**config.mk**
```make
export PLATFORM = sky130hd
export DESIGN_NAME = packed_decimal_to_ascii_top
export DESIGN_NICKNAME = d
export VERILOG_FILES = /design/src/pda_pkg.sv /design/src/pda_front.sv /design/src/pda_queue.sv /design/src/pda_back.sv /design/src/packed_decimal_to_ascii_top.sv
export SDC_FILE = /design/constraint.sdc
export NUM_CORES = 1
export LEC_CHECK = 0
export ABC_AREA = 1
export BUFFER_PORTS_ARGS = -buffer_cell sky130_fd_sc_hd__buf_4
export CAP_MARGIN = 20
export CORE_MARGIN = 4
export CORE_UTILIZATION = 60
export CTS_CLUSTER_SIZE = 24
export DETAILED_ROUTE_END_ITERATION = 16
export PLACE_DENSITY_LB_ADDON = 0.08
export SLEW_MARGIN = 20
export SYNTH_ARGS = -nofsm -noshare
export SYNTH_HDL_FRONTEND = slang
export SYNTH_SLANG_ARGS = --single-unit
```
**constraint.sdc**
```tcl
create_clock -name clk -period 7.5 [get_ports clk]
set_clock_uncertainty 0.15 [all_clocks]
set_input_delay 1.875 -clock clk [delete_from_list [all_inputs] [get_ports clk]]
set_output_delay 1.875 -clock clk [all_outputs]
set_load 0.02 [all_outputs]
```
**src/pda_pkg.sv**
```systemverilog
package pda_pkg;

	// default depth of the request queue between front and back
	localparam int QUEUE_DEPTH_DEF = 4;

	// nibble codes
	localparam logic [3:0] NIB_DIGIT_MAX = 4'd9;
	localparam logic [3:0] NIB_DOT = 4'd10;
	localparam logic [3:0] NIB_RUN_FIRST = 4'd11;
	localparam logic [3:0] NIB_RUN_LAST = 4'd14;
	localparam logic [3:0] NIB_END = 4'd15;
	localparam logic [3:0] NIB_RUN_BIAS = 4'd10;

	// characters
	localparam logic [7:0] ASCII_ZERO = 8'h30;
	localparam logic [7:0] CH_NUL = 8'h00;
	localparam logic [7:0] CH_MINUS = 8'h2D;
	localparam logic [7:0] CH_DOT = 8'h2E;
	localparam logic [7:0] CH_E = 8'h45;
	localparam logic [7:0] CH_R = 8'h52;
	localparam logic [7:0] CH_I = 8'h49;
	localparam logic [7:0] CH_N = 8'h4E;
	localparam logic [7:0] CH_F = 8'h46;

	localparam logic [7:0] BYTE_ZERO_A = 8'h0F;
	localparam logic [7:0] BYTE_ZERO_B = 8'hFF;

	// request kinds: explicit items or one of the fixed texts
	typedef enum logic [2:0] {
		KIND_ITEMS,
		KIND_ZERO,
		KIND_ERR,
		KIND_NINF,
		KIND_INF
	} kind_t;

	typedef struct packed {
		logic [7:0]  ch;
		logic [15:0] cnt;
		logic        last;
	} item_t;

	typedef struct packed {
		kind_t       kind;
		logic [1:0]  n_items;
		item_t       item0;
		item_t       item1;
	} cmd_t;

endpackage

```
**src/pda_front.sv**
```systemverilog
module pda_front (
	input  logic            clk,
	input  logic            arst_n,
	input  logic            byte_valid,
	input  logic [7:0]      packed_byte,
	input  logic            q_full,
	output logic            byte_stall,
	output logic            push,
	output pda_pkg::cmd_t   push_cmd
);

	typedef struct packed {
		logic        at_first;
		logic [3:0]  run_mode;
		logic [2:0]  left;
		logic [3:0]  run_value;
		logic        taken;
		logic [15:0] acc;
	} fstate_t;

	typedef struct packed {
		fstate_t         st;
		logic            emit;
		pda_pkg::item_t  item;
		logic            ended;
	} nib_res_t;

	// one nibble of the number
	function automatic nib_res_t nib_step(fstate_t s, logic [3:0] n);
		nib_res_t    r;
		logic [15:0] acc_n;
		logic [2:0]  left_n;
		r = '0;
		r.st = s;
		acc_n = {s.acc[11:0], n};
		left_n = s.left - 3'd1;
		if (s.run_mode != 4'd0) begin
			if (!s.taken) begin
				r.st.run_value = n;
				r.st.taken = 1'b1;
			end else begin
				r.st.acc = acc_n;
				r.st.left = left_n;
				if (left_n == 3'd0) begin
					if (acc_n != 16'd0) begin
						r.emit = 1'b1;
						r.item.ch = pda_pkg::ASCII_ZERO + {4'd0, s.run_value};
						r.item.cnt = acc_n;
						r.item.last = 1'b0;
					end
					r.st.run_mode = 4'd0;
					r.st.run_value = 4'd0;
					r.st.taken = 1'b0;
					r.st.acc = 16'd0;
				end
			end
		end else if (n <= pda_pkg::NIB_DIGIT_MAX) begin
			r.emit = 1'b1;
			r.item.ch = pda_pkg::ASCII_ZERO + {4'd0, n};
			r.item.cnt = 16'd1;
		end else if (n == pda_pkg::NIB_DOT) begin
			r.emit = 1'b1;
			r.item.ch = pda_pkg::CH_DOT;
			r.item.cnt = 16'd1;
		end else if (n >= pda_pkg::NIB_RUN_FIRST && n <= pda_pkg::NIB_RUN_LAST) begin
			r.st.run_mode = n;
			r.st.left = 3'(n - pda_pkg::NIB_RUN_BIAS);
			r.st.run_value = 4'd0;
			r.st.taken = 1'b0;
			r.st.acc = 16'd0;
		end else begin
			r.emit = 1'b1;
			r.item.ch = pda_pkg::CH_NUL;
			r.item.cnt = 16'd1;
			r.item.last = 1'b1;
			r.st.at_first = 1'b1;
			r.ended = 1'b1;
		end
		return r;
	endfunction

	fstate_t       st_q;
	fstate_t       st_norm;
	fstate_t       st_next;
	nib_res_t      r_hi;
	nib_res_t      r_lo;
	nib_res_t      r_neg;
	logic [3:0]    hi;
	logic [3:0]    lo;
	logic          accept;
	logic          has_req;
	pda_pkg::cmd_t cmd;

	assign hi = packed_byte[7:4];
	assign lo = packed_byte[3:0];
	assign byte_stall = q_full;
	assign accept = byte_valid && !q_full;

	// state seen by the nibble path; a first byte opens with no run
	always_comb begin
		st_norm = st_q;
		if (st_q.at_first) begin
			st_norm.at_first = 1'b0;
			st_norm.run_mode = 4'd0;
		end
	end

	assign r_hi = nib_step(st_norm, hi);
	assign r_lo = nib_step(r_hi.st, lo);
	assign r_neg = nib_step(st_norm, lo);

	// classify the byte and build the request
	always_comb begin
		cmd = '0;
		cmd.kind = pda_pkg::KIND_ITEMS;
		has_req = 1'b0;
		st_next = st_q;
		if (st_q.at_first && (packed_byte == pda_pkg::BYTE_ZERO_A ||
				packed_byte == pda_pkg::BYTE_ZERO_B)) begin
			cmd.kind = pda_pkg::KIND_ZERO;
			has_req = 1'b1;
		end else if (st_q.at_first && hi >= pda_pkg::NIB_RUN_FIRST &&
				hi <= pda_pkg::NIB_RUN_LAST && lo > pda_pkg::NIB_DIGIT_MAX) begin
			cmd.kind = pda_pkg::KIND_ERR;
			has_req = 1'b1;
		end else if (st_q.at_first && hi == pda_pkg::NIB_END) begin
			if (lo == 4'd0) begin
				cmd.kind = pda_pkg::KIND_NINF;
				has_req = 1'b1;
			end else begin
				// minus sign, then the low nibble as usual
				cmd.item0.ch = pda_pkg::CH_MINUS;
				cmd.item0.cnt = 16'd1;
				cmd.item0.last = 1'b0;
				cmd.item1 = r_neg.item;
				cmd.n_items = r_neg.emit ? 2'd2 : 2'd1;
				has_req = 1'b1;
				st_next = r_neg.st;
			end
		end else if (st_q.at_first && (hi == 4'd0 || lo == 4'd0)) begin
			cmd.kind = pda_pkg::KIND_INF;
			has_req = 1'b1;
		end else begin
			// ordinary byte: high nibble, then low unless the number ended
			if (r_hi.ended) begin
				st_next = r_hi.st;
				cmd.item0 = r_hi.item;
				cmd.n_items = 2'd1;
			end else begin
				st_next = r_lo.st;
				cmd.item0 = r_hi.emit ? r_hi.item : r_lo.item;
				cmd.item1 = r_lo.item;
				cmd.n_items = {1'b0, r_hi.emit} + {1'b0, r_lo.emit};
			end
			has_req = cmd.n_items != 2'd0;
		end
	end

	assign push = accept && has_req;
	assign push_cmd = cmd;

	// number state
	always_ff @(posedge clk or negedge arst_n) begin
		if (!arst_n) begin
			st_q <= '{at_first: 1'b1, run_mode: 4'd0, left: 3'd0, run_value: 4'd0,
				taken: 1'b0, acc: 16'd0};
		end else if (accept) begin
			st_q <= st_next;
		end
	end

endmodule

```
**src/pda_queue.sv**
```systemverilog
module pda_queue #(
	parameter int DEPTH = pda_pkg::QUEUE_DEPTH_DEF
) (
	input  logic            clk,
	input  logic            arst_n,
	input  logic            push,
	input  pda_pkg::cmd_t   push_cmd,
	input  logic            pop,
	output logic            full,
	output logic            head_valid,
	output pda_pkg::cmd_t   head_cmd
);

	localparam int PW = (DEPTH > 1) ? $clog2(DEPTH) : 1;
	localparam int CW = $clog2(DEPTH + 1);

	pda_pkg::cmd_t mem_q [DEPTH];
	logic [PW-1:0] wr_ptr_q;
	logic [PW-1:0] rd_ptr_q;
	logic [CW-1:0] count_q;

	assign full = count_q == CW'(DEPTH);
	assign head_valid = count_q != '0;
	assign head_cmd = mem_q[rd_ptr_q];

	// storage
	always_ff @(posedge clk) begin
		if (push) begin
			mem_q[wr_ptr_q] <= push_cmd;
		end
	end

	// pointers and fill count
	always_ff @(posedge clk or negedge arst_n) begin
		if (!arst_n) begin
			wr_ptr_q <= '0;
			rd_ptr_q <= '0;
			count_q <= '0;
		end else begin
			if (push) begin
				wr_ptr_q <= (wr_ptr_q == PW'(DEPTH - 1)) ? '0 : wr_ptr_q + 1'b1;
			end
			if (pop) begin
				rd_ptr_q <= (rd_ptr_q == PW'(DEPTH - 1)) ? '0 : rd_ptr_q + 1'b1;
			end
			if (push && !pop) begin
				count_q <= count_q + 1'b1;
			end else if (pop && !push) begin
				count_q <= count_q - 1'b1;
			end
		end
	end

`ifndef ASSERT_OFF
	a_no_overflow: assert property (@(posedge clk) disable iff (!arst_n)
		push |-> (!full || pop))
		else $error("request queue overflow");
	a_no_underflow: assert property (@(posedge clk) disable iff (!arst_n)
		pop |-> head_valid)
		else $error("request queue underflow");
`endif

endmodule

```
**src/pda_back.sv**
```systemverilog
module pda_back (
	input  logic            clk,
	input  logic            arst_n,
	input  logic            head_valid,
	input  pda_pkg::cmd_t   head_cmd,
	output logic            pop,
	input  logic            char_stall,
	output logic            char_valid,
	output logic [7:0]      out_char,
	output logic [15:0]     repeat_count,
	output logic            end_of_number
);

	// number of result items a request expands to
	function automatic logic [2:0] cmd_len(pda_pkg::cmd_t c);
		logic [2:0] n;
		case (c.kind)
			pda_pkg::KIND_ZERO: n = 3'd2;
			pda_pkg::KIND_ERR:  n = 3'd4;
			pda_pkg::KIND_NINF: n = 3'd5;
			pda_pkg::KIND_INF:  n = 3'd4;
			default:            n = {1'b0, c.n_items};
		endcase
		return n;
	endfunction

	// character of a fixed text at a position; NUL past the letters
	function automatic logic [7:0] text_char(pda_pkg::kind_t k, logic [2:0] i);
		logic [7:0] ch;
		ch = pda_pkg::CH_NUL;
		case (k)
			pda_pkg::KIND_ZERO: begin
				if (i == 3'd0) ch = pda_pkg::ASCII_ZERO;
			end
			pda_pkg::KIND_ERR: begin
				if (i == 3'd0) ch = pda_pkg::CH_E;
				else if (i == 3'd1 || i == 3'd2) ch = pda_pkg::CH_R;
			end
			pda_pkg::KIND_NINF: begin
				if (i == 3'd0) ch = pda_pkg::CH_MINUS;
				else if (i == 3'd1) ch = pda_pkg::CH_I;
				else if (i == 3'd2) ch = pda_pkg::CH_N;
				else if (i == 3'd3) ch = pda_pkg::CH_F;
			end
			pda_pkg::KIND_INF: begin
				if (i == 3'd0) ch = pda_pkg::CH_I;
				else if (i == 3'd1) ch = pda_pkg::CH_N;
				else if (i == 3'd2) ch = pda_pkg::CH_F;
			end
			default: ch = pda_pkg::CH_NUL;
		endcase
		return ch;
	endfunction

	pda_pkg::cmd_t  cmd_q;
	logic           cmd_valid_q;
	logic [2:0]     idx_q;
	logic [2:0]     cur_len;
	logic           out_ready;
	logic           adv;
	logic           fin;
	pda_pkg::item_t cur_item;

	assign cur_len = cmd_len(cmd_q);
	assign out_ready = !char_valid || !char_stall;
	assign adv = cmd_valid_q && out_ready;
	assign fin = adv && (idx_q == cur_len - 3'd1);
	assign pop = head_valid && (!cmd_valid_q || fin);

	// item at the current position
	always_comb begin
		if (cmd_q.kind == pda_pkg::KIND_ITEMS) begin
			cur_item = (idx_q == 3'd0) ? cmd_q.item0 : cmd_q.item1;
		end else begin
			cur_item.ch = text_char(cmd_q.kind, idx_q);
			cur_item.cnt = 16'd1;
			cur_item.last = idx_q == cur_len - 3'd1;
		end
	end

	// request being expanded
	always_ff @(posedge clk or negedge arst_n) begin
		if (!arst_n) begin
			cmd_valid_q <= 1'b0;
			idx_q <= 3'd0;
		end else if (pop) begin
			cmd_valid_q <= 1'b1;
			idx_q <= 3'd0;
		end else if (fin) begin
			cmd_valid_q <= 1'b0;
			idx_q <= 3'd0;
		end else if (adv) begin
			idx_q <= idx_q + 3'd1;
		end
	end

	always_ff @(posedge clk) begin
		if (pop) begin
			cmd_q <= head_cmd;
		end
	end

	// output register
	always_ff @(posedge clk or negedge arst_n) begin
		if (!arst_n) begin
			char_valid <= 1'b0;
		end else if (out_ready) begin
			char_valid <= adv;
		end
	end

	always_ff @(posedge clk) begin
		if (adv) begin
			out_char <= cur_item.ch;
			repeat_count <= cur_item.cnt;
			end_of_number <= cur_item.last;
		end
	end

`ifndef ASSERT_OFF
	a_end_is_nul: assert property (@(posedge clk) disable iff (!arst_n)
		(char_valid && end_of_number) |-> (out_char == pda_pkg::CH_NUL))
		else $error("end of number on a non-NUL character");
	a_count_nonzero: assert property (@(posedge clk) disable iff (!arst_n)
		char_valid |-> (repeat_count != 16'd0))
		else $error("result with zero repeat count");
	a_idx_in_range: assert property (@(posedge clk) disable iff (!arst_n)
		cmd_valid_q |-> (idx_q < cur_len))
		else $error("expansion position past request length");
`endif

endmodule

```
**src/packed_decimal_to_ascii_top.sv**
```systemverilog
// a byte runs through the queue, then the back end's request and output registers
// throughput: one byte per cycle while the request queue has room; one result per cycle
// a byte gives zero to two results, a special first byte two to five; the single
// output register of the back end paces the results; char_stall can hold it
// reset: asynchronous, clears the queue and the run state; the block then awaits
// the first byte of a number
module packed_decimal_to_ascii_top #(
	parameter int QUEUE_DEPTH = pda_pkg::QUEUE_DEPTH_DEF
) (
	input  logic        clk,
	input  logic        arst_n,
	input  logic        byte_valid,
	output logic        byte_stall,
	input  logic [7:0]  packed_byte,
	output logic        char_valid,
	input  logic        char_stall,
	output logic [7:0]  out_char,
	output logic [15:0] repeat_count,
	output logic        end_of_number
);

	logic          q_full;
	logic          push;
	pda_pkg::cmd_t push_cmd;
	logic          pop;
	logic          head_valid;
	pda_pkg::cmd_t head_cmd;

	// byte classification and number state
	pda_front u_front (
		.clk         (clk),
		.arst_n      (arst_n),
		.byte_valid  (byte_valid),
		.packed_byte (packed_byte),
		.q_full      (q_full),
		.byte_stall  (byte_stall),
		.push        (push),
		.push_cmd    (push_cmd)
	);

	// request queue
	pda_queue #(
		.DEPTH (QUEUE_DEPTH)
	) u_queue (
		.clk        (clk),
		.arst_n     (arst_n),
		.push       (push),
		.push_cmd   (push_cmd),
		.pop        (pop),
		.full       (q_full),
		.head_valid (head_valid),
		.head_cmd   (head_cmd)
	);

	// expansion into result items
	pda_back u_back (
		.clk           (clk),
		.arst_n        (arst_n),
		.head_valid    (head_valid),
		.head_cmd      (head_cmd),
		.pop           (pop),
		.char_stall    (char_stall),
		.char_valid    (char_valid),
		.out_char      (out_char),
		.repeat_count  (repeat_count),
		.end_of_number (end_of_number)
	);

endmodule

```
=== Word-level counts from Yosys, hierarchy flattened ===
Memory sizes are Yosys's and may differ from the RTL's. A register that Yosys moved wholly into a read port is not among the register bits.
Index checks and enable logic that the tools add are counted.

* Add/sub/neg operators: 15
* $mul: 0
* Divide/modulo/power cells: 0
* $lt $le $gt $ge: 7
* Equal/unequal tests: 23
* Shift-type cells: 0
* Mux-type cells: 96
* Bitwise gates (word level): 2
* Reduce and logical (&&, ||, !) cells: 47

{| class="wikitable"
|+ Operator list
! kind !! number
|-
| $mux W29 || 10
|-
| $mux W52 || 4
|-
| $mux W25 || 8
|-
| $mux W27 || 7
|-
| $mux W54 || 3
|-
| $mux W47 || 3
|-
| $mux W42 || 3
|-
| $mux W28 || 3
|-
| $mux W26 || 3
|-
| $mux W55 || 1
|-
| $mux W8 || 6
|-
| $reduce_bool A16 Y1 || 3
|-
| $mux W7 || 5
|-
| $pmux W8 S4 || 1
|-
| $add A6 B4 Y7 const A || 4
|-
| $mux W3 || 8
|-
| $reduce_and A9 Y1 || 2
|-
| $le A4 B4 Y1 const B || 4
|-
| $mux W2 || 8
|-
| $logic_and A1 B1 Y1 || 15
|-
| $mux W1 || 15
|-
| $mux W5 || 3
|-
| $eq A3 B2 Y1 const B || 4
|-
| $eq A4 B4 Y1 const B || 3
|-
| 33 further kinds || 64
|}

* Flip-flop bits (word level): 66
* Latch bits: 0
* Memory bits (writable): 220
* Bits in read-only memories: 0
* Input bits: 12
* Output and inout port bits: 27
* Logic and storage cells: 206
* Memories kept: 1

{| class="wikitable"
|+ Memories
! name !! depth !! width !! read ports !! clocked after memory_dff !! write ports !! line !! text
|-
| u_queue.mem_q || 4 || 55 || 1 || 1 || 1 || pda_queue.sv:17 || <nowiki>pda_pkg::cmd_t mem_q [DEPTH];</nowiki>
|}

=== Longest topological paths before layout ===
Gate-level depths: netlist of the first run.

* Word-level depth: 27
* Mapped depth: 26
* Depth with buffers taken out: 25

=== Hierarchy ===
Synthesis of the first run repeated with hierarchy kept, for this count alone.

* Cell total of the unflattened synthesis: 1546
* Area total of the unflattened synthesis: 16022.9 sq um

{| class="wikitable"
|+ By module, submodules not included
! module !! times used !! cells each !! area each (sq um) !! sequential area each (sq um)
|-
| pda_queue || 1 || 695 || 9200.1 || 6781.5
|-
| pda_front || 1 || 593 || 3467.1 || 626.9
|-
| pda_back || 1 || 258 || 3355.7 || 2527.4
|}

=== Worst setup path after synthesis of the first run ===
No wires, ideal clock.

* Path type: input to register
* Start point: input packed_byte[5]
* End point: memory u_queue.mem_q[0][0] (netlist bit) (enable)
* Library setup time: 0.460 ns
* Arrival: 6.392 ns
* Data required time: 6.890 ns
* Slack: 0.499 ns
* Stages: 20
* Path through: nand2_2 nand2_1 nand2_1 nor2_4 o21ai_0 a21boi_0 ha_1 inv_1 nand4_1 nand2_1 nand3_1 nor2_4 nand2_4 buf_4 nand2_1 ha_1 inv_1 a31oi_2 inv_1 nor2_1

* Word-level cells in the longest chain between the ends: 25
* Elaborated cells between the ends (all ways): 54
* Those cells by class: 3 x add/sub; 3 x order compare; 4 x eq/ne; 28 x mux; 16 x reduce/logical

{| class="wikitable"
|+ Ends and longest elaborated chain
! item !! line !! text
|-
| from (decl) || packed_decimal_to_ascii_top.sv:14 || <nowiki>input logic [7:0] packed_byte,</nowiki>
|-
| $ge A4 B4 Y1 or $le A4 B4 Y1 (tied branches) || pda_front.sv:65, pda_front.sv:122, pda_front.sv:123 ||
|-
| $logic_and A1 B1 Y1 || pda_front.sv:65 || <nowiki>end else if (n >= pda_pkg::NIB_RUN_FIRST && n <= pda_pkg::NIB_RUN_LAST) begin</nowiki>
|-
| $mux W28 || pda_front.sv:65 ||
|-
| $mux W29 || pda_front.sv:61 || <nowiki>end else if (n == pda_pkg::NIB_DOT) begin</nowiki>
|-
| $mux W29 || pda_front.sv:57 || <nowiki>end else if (n <= pda_pkg::NIB_DIGIT_MAX) begin</nowiki>
|-
| $mux W54 || pda_front.sv:37 || <nowiki>if (s.run_mode != 4'd0) begin</nowiki>
|-
| $sub A3 B1 Y3 or $reduce_bool A16 Y1 (tied branches) || pda_front.sv:36, pda_front.sv:45 ||
|-
| $logic_not A3 Y1 or $mux W26 (tied branches) || pda_front.sv:44, pda_front.sv:45 ||
|-
| (+10 left out) || - ||
|-
| $mux W1 || pda_front.sv:140 || <nowiki>end else if (st_q.at_first && (hi == 4'd0 || lo == 4'd0)) begin</nowiki>
|-
| $mux W1 || pda_front.sv:126 || <nowiki>end else if (st_q.at_first && hi == pda_pkg::NIB_END) begin</nowiki>
|-
| $mux W1 || pda_front.sv:122 || <nowiki>end else if (st_q.at_first && hi >= pda_pkg::NIB_RUN_FIRST &&</nowiki>
|-
| $mux W1 * || pda_front.sv:118 || <nowiki>if (st_q.at_first && (packed_byte == pda_pkg::BYTE_ZERO_A ||</nowiki>
|-
| $logic_and A1 B1 Y1 * || pda_front.sv:159 || <nowiki>assign push = accept && has_req;</nowiki>
|-
| via push || packed_decimal_to_ascii_top.sv:23 || <nowiki>logic push;</nowiki>
|-
| $mux W1 * || pda_queue.sv:28 || <nowiki>if (push) begin</nowiki>
|-
| $mux W1 (not written as such) * || pda_queue.sv:29 || <nowiki>mem_q[wr_ptr_q] <= push_cmd;</nowiki>
|-
| to (decl) || pda_queue.sv:17 ||
|}

The timed path passes the listed nets; every way through them passes the cells marked *. The select of a mux whose other input is x is not followed.

=== Worst setup path in the final report of the first run ===
* Start point: input packed_byte[7]
* End point: memory u_queue.mem_q[0][19] (netlist bit) (enable)

The elaborated chain is that of the path after synthesis.

==> out/qor.yml, run 1 <==
run_status:
  status: "completed"
timing:
  grt_setup_unrepaired: "no"
  fin_crit_ns: 5.75
  setup_viol: 0
  slew_headroom_pct: 30.8
  setup_tns_ns: 0
  drv_slew: 0
  fmax_mhz: 174
  fin_crit_sh_pct: 76.6
  worst_slew_pin_slew_ns: 1.04
  hold_violations: 0
worst_setup_path:
  endpoint_kind: "register"
  crit_path_max_incr_delay_ns: 0.63
  critPathKind: "primary input to register"
  crit_arrival_ns: 5.77
  crit_fanout: 51
  worst_setup_path_start_kind: "primary input"
  cp_top_family: "simple AND/OR/NAND/NOR gates"
  slowest_stage: "buf_4"
  crit_buf_inv: 7
  crit_chain: "buf_4 -> nand2_1 -> inv_1 -> nand2_1 -> nand3_1 -> a21oi_1 -> o21ai_0 -> nand2_1 -> inv_1 -> ha_1 -> inv_1 -> nand4_1 -> nand2_1 -> nand3_1 -> nor2_4 -> nand2_4 -> nand2_1 -> ha_1 -> inv_1 -> a31oi_2 -> inv_1 -> nor2_4 -> buf_4"
  cp.required_ns: 7.52
yosys:
  synthTopCellsByCount: "edfxtp_1, nand2_1, nor2_1"
  seq_area_frac_synth_pct: 65.0
  synth_warnings: 0
  syn-cell-area_um2: 14300
  synth.area.top_cells: "edfxtp_1, dfrtp_1, o21ai_0, nand2_1, nor2_1"
  synth_fp_nets: 1388
  synthArstFlopShare_pct: 11.7
  synth_top_area_share_pct: 58.6
  synth.most_common_cell: "edfxtp_1"
  ys_seq_elements: 316
  yosysUniqueCellTypes: 47
  synth_top_cell_by_area: "edfxtp_1"
  synth-edff-count: 279
  syn_inst: 1358
  synthFlopType: "edfxtp_1"
  avgSynthCellArea_um2: 10.5
final_layout:
  layout-drive-gt1-share_pct: 9.96
  nets: 1411
  diodes: 0
  area_growth_pct: 11.6
  multiInputGateArea_um2: 4360
  fin_area_um2: 16000
  fill_cells: 1752
  register_area_um2: 9310
power_and_ir_drop:
  ir_drop_mv: 0.355
  leakagePower_nw: 6.06
  powerDensity_nw_per_um2: 505
cts:
  htreeDepth: 1
  clk_latency_ns: 0.56
  clk_pin_slew_worst_paths_ns: 0.06
  cts.sinks: 316
  cts_setup_buffers: 0
  root_buffer: "clkbuf_16"
  holdBufCountCts: 0
  cts-resized-gates: 0
  cts_tree: "yes"
  clockBufferDepth: 3
  numCtsBuffers: 31
floorplan:
  die_w_um: 162
  die_y_um: 162
  initial_utilization_pct: 61.0
  coreArea_um2: 23500
  rows: 56
  die-area_um2: 26400
  pin_count: 39
route:
  drt_iter0_markers: 1119
  wirelength_um: 35800
  vias_per_cell: 6.02
  dr.pass1.iters: 6
  vias: 10386
  drc: 0
  avgRoutedWirePerCell_um: 20.8
  ant_nets: 0
job:
  drv_cap: 0
placement:
  place_area_um2: 14900
  io_buffers: 37
  place.gp.congestion: 0.972
  dpl.hpwl_um: 23100
grt:
  grt_pass1_wl_um: 56000
  grt_overflow: 0
  grt_pass1_vias: 9889
  grt_max_degree: 105
  track_usage_pct: 27.3
  antenna_found_initial: 0
worst_hold_path:
  hold_class: "register to register"
-- area by class of cell --
cell class	instances	share of cell area [%]
Inverter	102	2.43
Timing Repair Buffer	53	2.57
Clock inverter	20	1.71
Multi-Input combinational cell	877	27.3
Tap cell	319	2.50
Clock buffer	38	5.21
Sequential cell	316	58.3
-- cell families after synthesis --
logic type	count (synthesis)	share of synthesized area [%]
AO/OA/AOI/OAI	344	13.4
XOR/XNOR	5	0.306
adder cells (fa/ha/maj)	18	1.63
buffers and inverters	165	4.71
flip-flops	316	65.0
multiplexers	3	0.219
other	1	0.0262
AND/OR/NAND/NOR	506	14.7
-- report_power, final --
part | switching [mW] | total, mW | internal [mW]
Combinational | 2.43 | 3.33 | 0.908
Sequential | 0.210 | 3.07 | 2.86
Clock | 0.653 | 1.65 | 1.00
Total | 3.29 | 8.06 | 4.77
-- stage by stage --
| stage | setup WS, ns | instances | util [%] | hold WS, ns | power (mW) |
|---|---|---|---|---|---|
| after CTS | 1.79 | 1725 | 68.0 | 0.351 | 8.07 |
| after floorplan | 0.499 | 1358 | - | 0.316 | 5.37 |
| after global routing | 1.36 | 1725 | 68.0 | 0.390 | 8.58 |
| after detailed placement | 1.21 | 1667 | 63.3 | 0.335 | 6.40 |
| final | 1.75 | 1725 | 68.0 | 0.348 | 8.06 |
| after global placement | 1.33 | 1667 | 63.3 | 0.342 | 6.34 |
-- layout by cell type (no fill, tap or decap), types with 3 or more instances in the layout --
master / n
clkinv_1: 3
o21ai_2: 4
clkbuf_1: 4
inv_1: 93
o22ai_1: 70
nor2_2: 3
xor2_1: 3
inv_6: 3
o21ai_1: 10
buf_4: 52
clkbuf_8: 3
clkinvlp_4: 3
nor2_1: 192
inv_2: 6
a22oi_1: 3
ha_1: 17
o221ai_1: 4
nand3_1: 76
o211ai_1: 11
nand2_2: 4
o21ai_0: 172
clkbuf_16: 31
nand2_1: 200
nand4_1: 12
nor3_1: 5
a31oi_1: 3
dfrtp_1: 35
clkinv_2: 5
edfxtp_1: 279
a21oi_1: 59
nor2_4: 7
bufinv_16: 6
-- flip-flops by register name (all words and copies together), names as in the netlist --
name / cells
u_back.cmd_q: 51
u_front.st_norm: 20
u_back.char_valid: 1
u_back.repeat_count: 16
u_queue.mem_q: 204
u_queue.count_q: 3
u_back.cmd_valid_q: 1
u_front.st_q: 5
u_queue.rd_ptr_q: 2
u_back.idx_q: 3
u_queue.wr_ptr_q: 2
u_back.end_of_number: 1
u_back.out_char: 7
-- worst min-delay path, delay by kind of cell, from the launching register on --
family	cells	cell delay, ns
DFF	1	0.35
and+or+nand+nor	2	0.11
-- routing by layer --
| metal | GRT usage [%] | part of all wire, % |
|---|---|---|
| met3 | 3.59 | 7.7 |
| met2 | 43.8 | 47 |
| met4 | 9.23 | 3.3 |
| met5 | 0 | 0 |
| met1 | 39.0 | 42 |
-- final timing paths --
kind,to,depth (start not counted),slack (ns),from
max,u_queue.mem_q[0][19],23,1.75,packed_byte[7]
min,u_front.st_q[25],2,0.35,u_front.st_q[25]
max reg2reg,u_queue.mem_q[0][19],20,1.91,u_front.st_q[28]
min reg2reg,u_front.st_q[25],2,0.35,u_front.st_q[25]
max in group asynchronous,u_queue.rd_ptr_q[0],1,5.61,arst_n
min in group asynchronous,u_front.st_norm[22],1,1.16,arst_n
Power figures use the tool's default switching activity.
==> run 2, diff against run 1 <==
--- a/config.mk
+++ b/config.mk
@@ -9,7 +9,7 @@
 export BUFFER_PORTS_ARGS = -buffer_cell sky130_fd_sc_hd__buf_4
 export CAP_MARGIN = 20
 export CORE_MARGIN = 4
-export CORE_UTILIZATION = 60
+export CORE_UTILIZATION = 56
 export CTS_CLUSTER_SIZE = 24
 export DETAILED_ROUTE_END_ITERATION = 16
 export PLACE_DENSITY_LB_ADDON = 0.08
==> constraint.sdc (replaced) <==
create_clock -name clk -period 4.8 [get_ports clk]
set_clock_uncertainty 0.15 [all_clocks]
set_input_delay 1.2 -clock clk [delete_from_list [all_inputs] [get_ports clk]]
set_output_delay 1.2 -clock clk [all_outputs]
set_load 0.02 [all_outputs]
==> out/qor.yml, run 2 (synthesis results as in run 1) <==
final_layout:
  nets: 1441
  largest_reg_flops: 204
  final_cell_mix: "edfxtp_1, nand2_1, nor2_1, o21ai_0, inv_1"
  diodes: 0
  area_growth_pct: 13.1
  layout-drive-gt1-share_pct: 11.5
  fin_area_um2: 16200
  layout_commonest_cell: "edfxtp_1"
  largest_register: "u_queue.mem_q"
grt:
  track_usage_pct: 25.2
  grt.busiest_layer: "met2"
  antenna_found_initial: 0
  use_met3_pct: 3.92
  use_met1_pct: 36.6
  grt_overflow: 0
  grt_pass1_wl_um: 56100
  grt_max_degree: 105
  grt_pass1_vias: 9998
  grt.met2_usage_pct: 39.8
power_and_ir_drop:
  leakagePower_nw: 6.17
  powerDensity_nw_per_um2: 784
  ir_drop_mv: 0.491
placement:
  io_buffers: 37
  dpl.hpwl_um: 23400
  place_area_um2: 15200
  place.gp.congestion: 0.982
run_status:
  status: "completed"
floorplan:
  die-area_um2: 28200
  initial_utilization_pct: 56.8
  die_w_um: 168
  coreArea_um2: 25200
  pin_count: 39
  rows: 58
  die_y_um: 168
worst_setup_path:
  crit_fanout: 6
  r2r_setup_slack_ns: 0.75
  worstRegToRegCells: 21
  crit_arrival_ns: 4.48
  cp.required_ns: 5.04
  worst_setup_path_start_kind: "primary input"
  endpoint_kind: "register"
  critPathKind: "primary input to register"
  r2r_start: "u_front.st_q[28]"
  rr_endpoint: "u_queue.count_q[1]"
cts:
  cts-resized-gates: 0
  numCtsBuffers: 34
  holdBufCountCts: 0
  htreeDepth: 2
  cts_tree: "yes"
  clk_pin_slew_worst_paths_ns: 0.06
  clockBufferDepth: 3
  clk_latency_ns: 0.51
  cts.sinks: 316
  root_buffer: "clkbuf_16"
  cts_setup_buffers: 0
timing:
  fin_crit_ns: 4.24
  fmax_mhz: 236
  slew_headroom_pct: 28.5
  worst_slew_pin_slew_ns: 1.07
  fin_crit_sh_pct: 88.4
  grt_setup_unrepaired: "no"
  hold_violations: 0
  setup_viol: 0
  drv_slew: 0
  setup_tns_ns: 0
route:
  wirelength_um: 35600
  vias_per_cell: 5.97
  drt_iter0_markers: 1408
  vias: 10530
  ant_nets: 0
  avgRoutedWirePerCell_um: 20.2
  drc: 0
  dr.pass1.iters: 5
worst_hold_path:
  hold_start: "u_back.char_valid"
  hold_class: "register to register"
  min_to: "u_back.char_valid"
  whs_path_depth: 2
job:
  drv_cap: 0
==> run 2: changes by cell type in the layout (fill, tap and decap cells not counted), sizes merged <==
cell | previous run | this run
bufinv | 6 | 1
clkinvlp | 3 | 0
clkbuf | 38 | 44
buf | 53 | 80
inv | 105 | 104
clkinv | 8 | 12
==> run 2: cell type report <==
type / count / area, µm²
clock inverters: 15 / 120
multi-input cells: 877 / 4380
fillers: 2011 / 9000
flip-flops and latches: 316 / 9310
well taps: 330 / 413
inverters: 102 / 388
clock buffers: 44 / 898
repair buffers: 80 / 676
==> run 2: worst max-delay path by stage <==
stage                     cells past startpoint  slack (ns)                  end      startpoint
after detailed placement                     24        0.08   u_queue.count_q[1]  packed_byte[7]
after global placement                       26        0.17   u_queue.count_q[2]  packed_byte[7]
after global routing                         26        0.12   u_queue.count_q[2]  packed_byte[7]
final                                        24        0.56   u_queue.count_q[1]  packed_byte[7]
after CTS                                    24        0.61   u_queue.count_q[1]  packed_byte[7]
after floorplan                              21        0.02  u_queue.mem_q[0][0]  packed_byte[5]
==> run 2: layer usage <==
metal	up-vias	wire [µm]
li1	4920	-
met4	0	989
met5	-	0
met1	5061	15200
met2	474	16600
met3	75	2810
==> run 2: worst max-delay path, cell delays in order <==
cell and delay (ns):
buf_4 0.14, nand2_1 0.14, inv_1 0.07, nand2_1 0.12, nand3_2 0.13, a21oi_1 0.14, o21ai_0 0.10, nand2_1 0.10
inv_1 0.06, ha_1 0.20, inv_1 0.05, nand4_1 0.09, nand2_1 0.12, nand3_2 0.11, nor2_4 0.15, nand2_4 0.05
nand2_1 0.06, ha_1 0.22, inv_1 0.11, a31oi_4 0.11, ha_1 0.22, inv_1 0.09, fa_1 0.43, mux2_2 0.27
==> run 2: power breakdown <==
group | switching, mW | internal (mW) | total [mW] | leakage [nW]
registers | 0.321 | 4.46 | 4.78 | 3.09
logic | 3.87 | 1.65 | 5.52 | 2.58
clock network | 1.00 | 1.38 | 2.38 | 0.499
total | 5.19 | 7.50 | 12.7 | 6.17
==> run 2: stage by stage <==
| step | worst slack, ns | util, % | hold slack (ns) | instances | power, mW |
|---|---|---|---|---|---|
| after global routing | 0.123 | 64.3 | 0.398 | 1764 | 13.5 |
| after global placement | 0.167 | 60.2 | 0.340 | 1705 | 10.2 |
| final | 0.559 | 64.3 | 0.356 | 1764 | 12.7 |
| after floorplan | 0.0230 | - | 0.316 | 1358 | 8.43 |
| after CTS | 0.607 | 64.3 | 0.363 | 1764 | 12.7 |
| after detailed placement | 0.0829 | 60.2 | 0.350 | 1705 | 10.3 |
==> run 3, diff against run 2 <==
--- a/config.mk
+++ b/config.mk
@@ -12,7 +12,7 @@
 export CORE_UTILIZATION = 56
 export CTS_CLUSTER_SIZE = 24
 export DETAILED_ROUTE_END_ITERATION = 16
-export PLACE_DENSITY_LB_ADDON = 0.08
+export PLACE_DENSITY = 0.76
 export SLEW_MARGIN = 20
 export SYNTH_ARGS = -nofsm -noshare
 export SYNTH_HDL_FRONTEND = slang
==> out/qor.yml, run 3 (synthesis results as in run 1) <==
route:
  drt_iter0_markers: 1257
  dr.pass1.iters: 6
  wl_met2_um: 16800
  avgRoutedWirePerCell_um: 20.0
  met3_length_um: 2930
  vias: 10593
  wirelength_um: 35400
  vias_per_cell: 6.00
  ant_nets: 0
  met1_length_um: 14900
  drc: 0
  top_layer: "met4"
timing:
  fmax_mhz: 237
  hold_violations: 0
  worst_slew_pin_slew_ns: 0.988
  fin_crit_sh_pct: 87.8
  slew_headroom_pct: 34.1
  grt_setup_unrepaired: "no"
  drv_slew: 0
  fin_crit_ns: 4.21
  setup_viol: 0
  setup_tns_ns: 0
  setup_ws_ns: 0.585
  whs_ns: 0.374
placement:
  io_buffers: 37
  place_ws_ns: 0.0516
  place_area_um2: 15200
  dpl.hpwl_um: 23700
  place.gp.congestion: 0.989
grt:
  antenna_found_initial: 0
  grt_pass1_vias: 10073
  grt_pass1_wl_um: 56100
  grt_overflow: 0
  grt_max_degree: 105
  track_usage_pct: 24.9
worst_setup_path:
  worstRegToRegCells: 22
  r2r_setup_slack_ns: 0.70
  critPathKind: "primary input to register"
  crit_fanout: 6
  worst_setup_path_start_kind: "primary input"
  crit_path_max_incr_delay_ns: 0.42
  crit_chain: "buf_4 -> nand2_1 -> inv_1 -> nand2_1 -> nand3_2 -> a21oi_1 -> o21ai_0 -> nand2_1 -> inv_1 -> ha_1 -> inv_1 -> nand4_1 -> nand2_1 -> nand3_2 -> nor2_4 -> nand2_4 -> nand2_1 -> ha_1 -> inv_1 -> a31oi_4 -> ha_1 -> inv_1 -> fa_1 -> mux2_2"
  rr_endpoint: "u_queue.count_q[1]"
  r2r_start: "u_front.st_norm[21]"
  endpoint_kind: "register"
  crit_arrival_ns: 4.50
  cp.required_ns: 5.08
  slowest_stage: "fa_1"
worst_hold_path:
  hold_start: "u_front.st_norm[19]"
  hold_class: "register to register"
  whs_path_depth: 2
  min_to: "u_front.st_norm[19]"
floorplan:
  die_y_um: 168
  initial_utilization_pct: 56.8
  rows: 58
  pin_count: 39
  coreArea_um2: 25200
  die-area_um2: 28200
  die_w_um: 168
final_layout:
  diodes: 0
  area_growth_pct: 13.2
  fill_cells: 1915
  multiInputGateArea_um2: 4380
  nets: 1441
  register_area_um2: 9310
  largest_register: "u_queue.mem_q"
  final_cell_mix: "edfxtp_1, nand2_1, nor2_1, o21ai_0, inv_1"
  fin_area_um2: 16200
  layout-drive-gt1-share_pct: 12.3
  layout_commonest_cell: "edfxtp_1"
  largest_reg_flops: 204
cts:
  clk_latency_ns: 0.57
  cts-resized-gates: 0
  holdBufCountCts: 0
  numCtsBuffers: 31
  cts_tree: "yes"
  root_buffer: "clkbuf_16"
  htreeDepth: 1
  clk_pin_slew_worst_paths_ns: 0.06
  clockBufferDepth: 3
  cts.sinks: 316
  cts_setup_buffers: 0
power_and_ir_drop:
  leakagePower_nw: 6.18
  ir_drop_mv: 0.510
  powerDensity_nw_per_um2: 779
  power_mw: 12.6
job:
  drv_cap: 0
run_status:
  status: "completed"
## run 3: layer usage
layer	GRT usage (%)	vias up
met4	5.93	0
li1	-	4922
met3	3.69	75
met2	40.2	484
met1	36.3	5112
met5	0	-
## run 3: power breakdown
group | switching [mW] | internal [mW]
clock network | 1.02 | 1.33
registers | 0.318 | 4.46
logic | 3.85 | 1.64
total | 5.18 | 7.43
## run 3: per-stage QoR
step | utilization [%] | cells
3_3_place_gp | 60.4 | 1708
2_1_floorplan | - | 1358
4_1_cts | 64.3 | 1766
5_1_grt | 64.3 | 1766
6_report | 64.3 | 1766
3_5_place_dp | 60.4 | 1708
## run 3: how the worst max path moves through the flow
stage | end | slack [ns] | from
3_5_place_dp | u_queue.count_q[1] | 0.05 | packed_byte[7]
2_1_floorplan | u_queue.mem_q[0][0] | 0.02 | packed_byte[5]
5_1_grt | u_queue.count_q[2] | 0.20 | packed_byte[7]
6_report | u_queue.count_q[1] | 0.59 | packed_byte[7]
4_1_cts | u_queue.count_q[1] | 0.62 | packed_byte[7]
3_3_place_gp | u_queue.count_q[2] | 0.13 | packed_byte[7]
## run 3: layout make-up
type                       count  area share (%)
inverter                     102            2.39
sequential                   316            57.4
timing repair buffer          83            4.39
tap                          330            2.55
clock buffer                  35            5.00
multi-input combinational    877            27.1
clock inverter                23            1.17
## run 3: critical path: cells and delay by family
| kind | cells | cell delay (ns) |
|---|---|---|
| simple gates | 10 | 1.07 |
| fa+ha+maj | 4 | 1.06 |
| buf+inv | 6 | 0.54 |
| compound gates | 3 | 0.34 |
| mux | 1 | 0.27 |
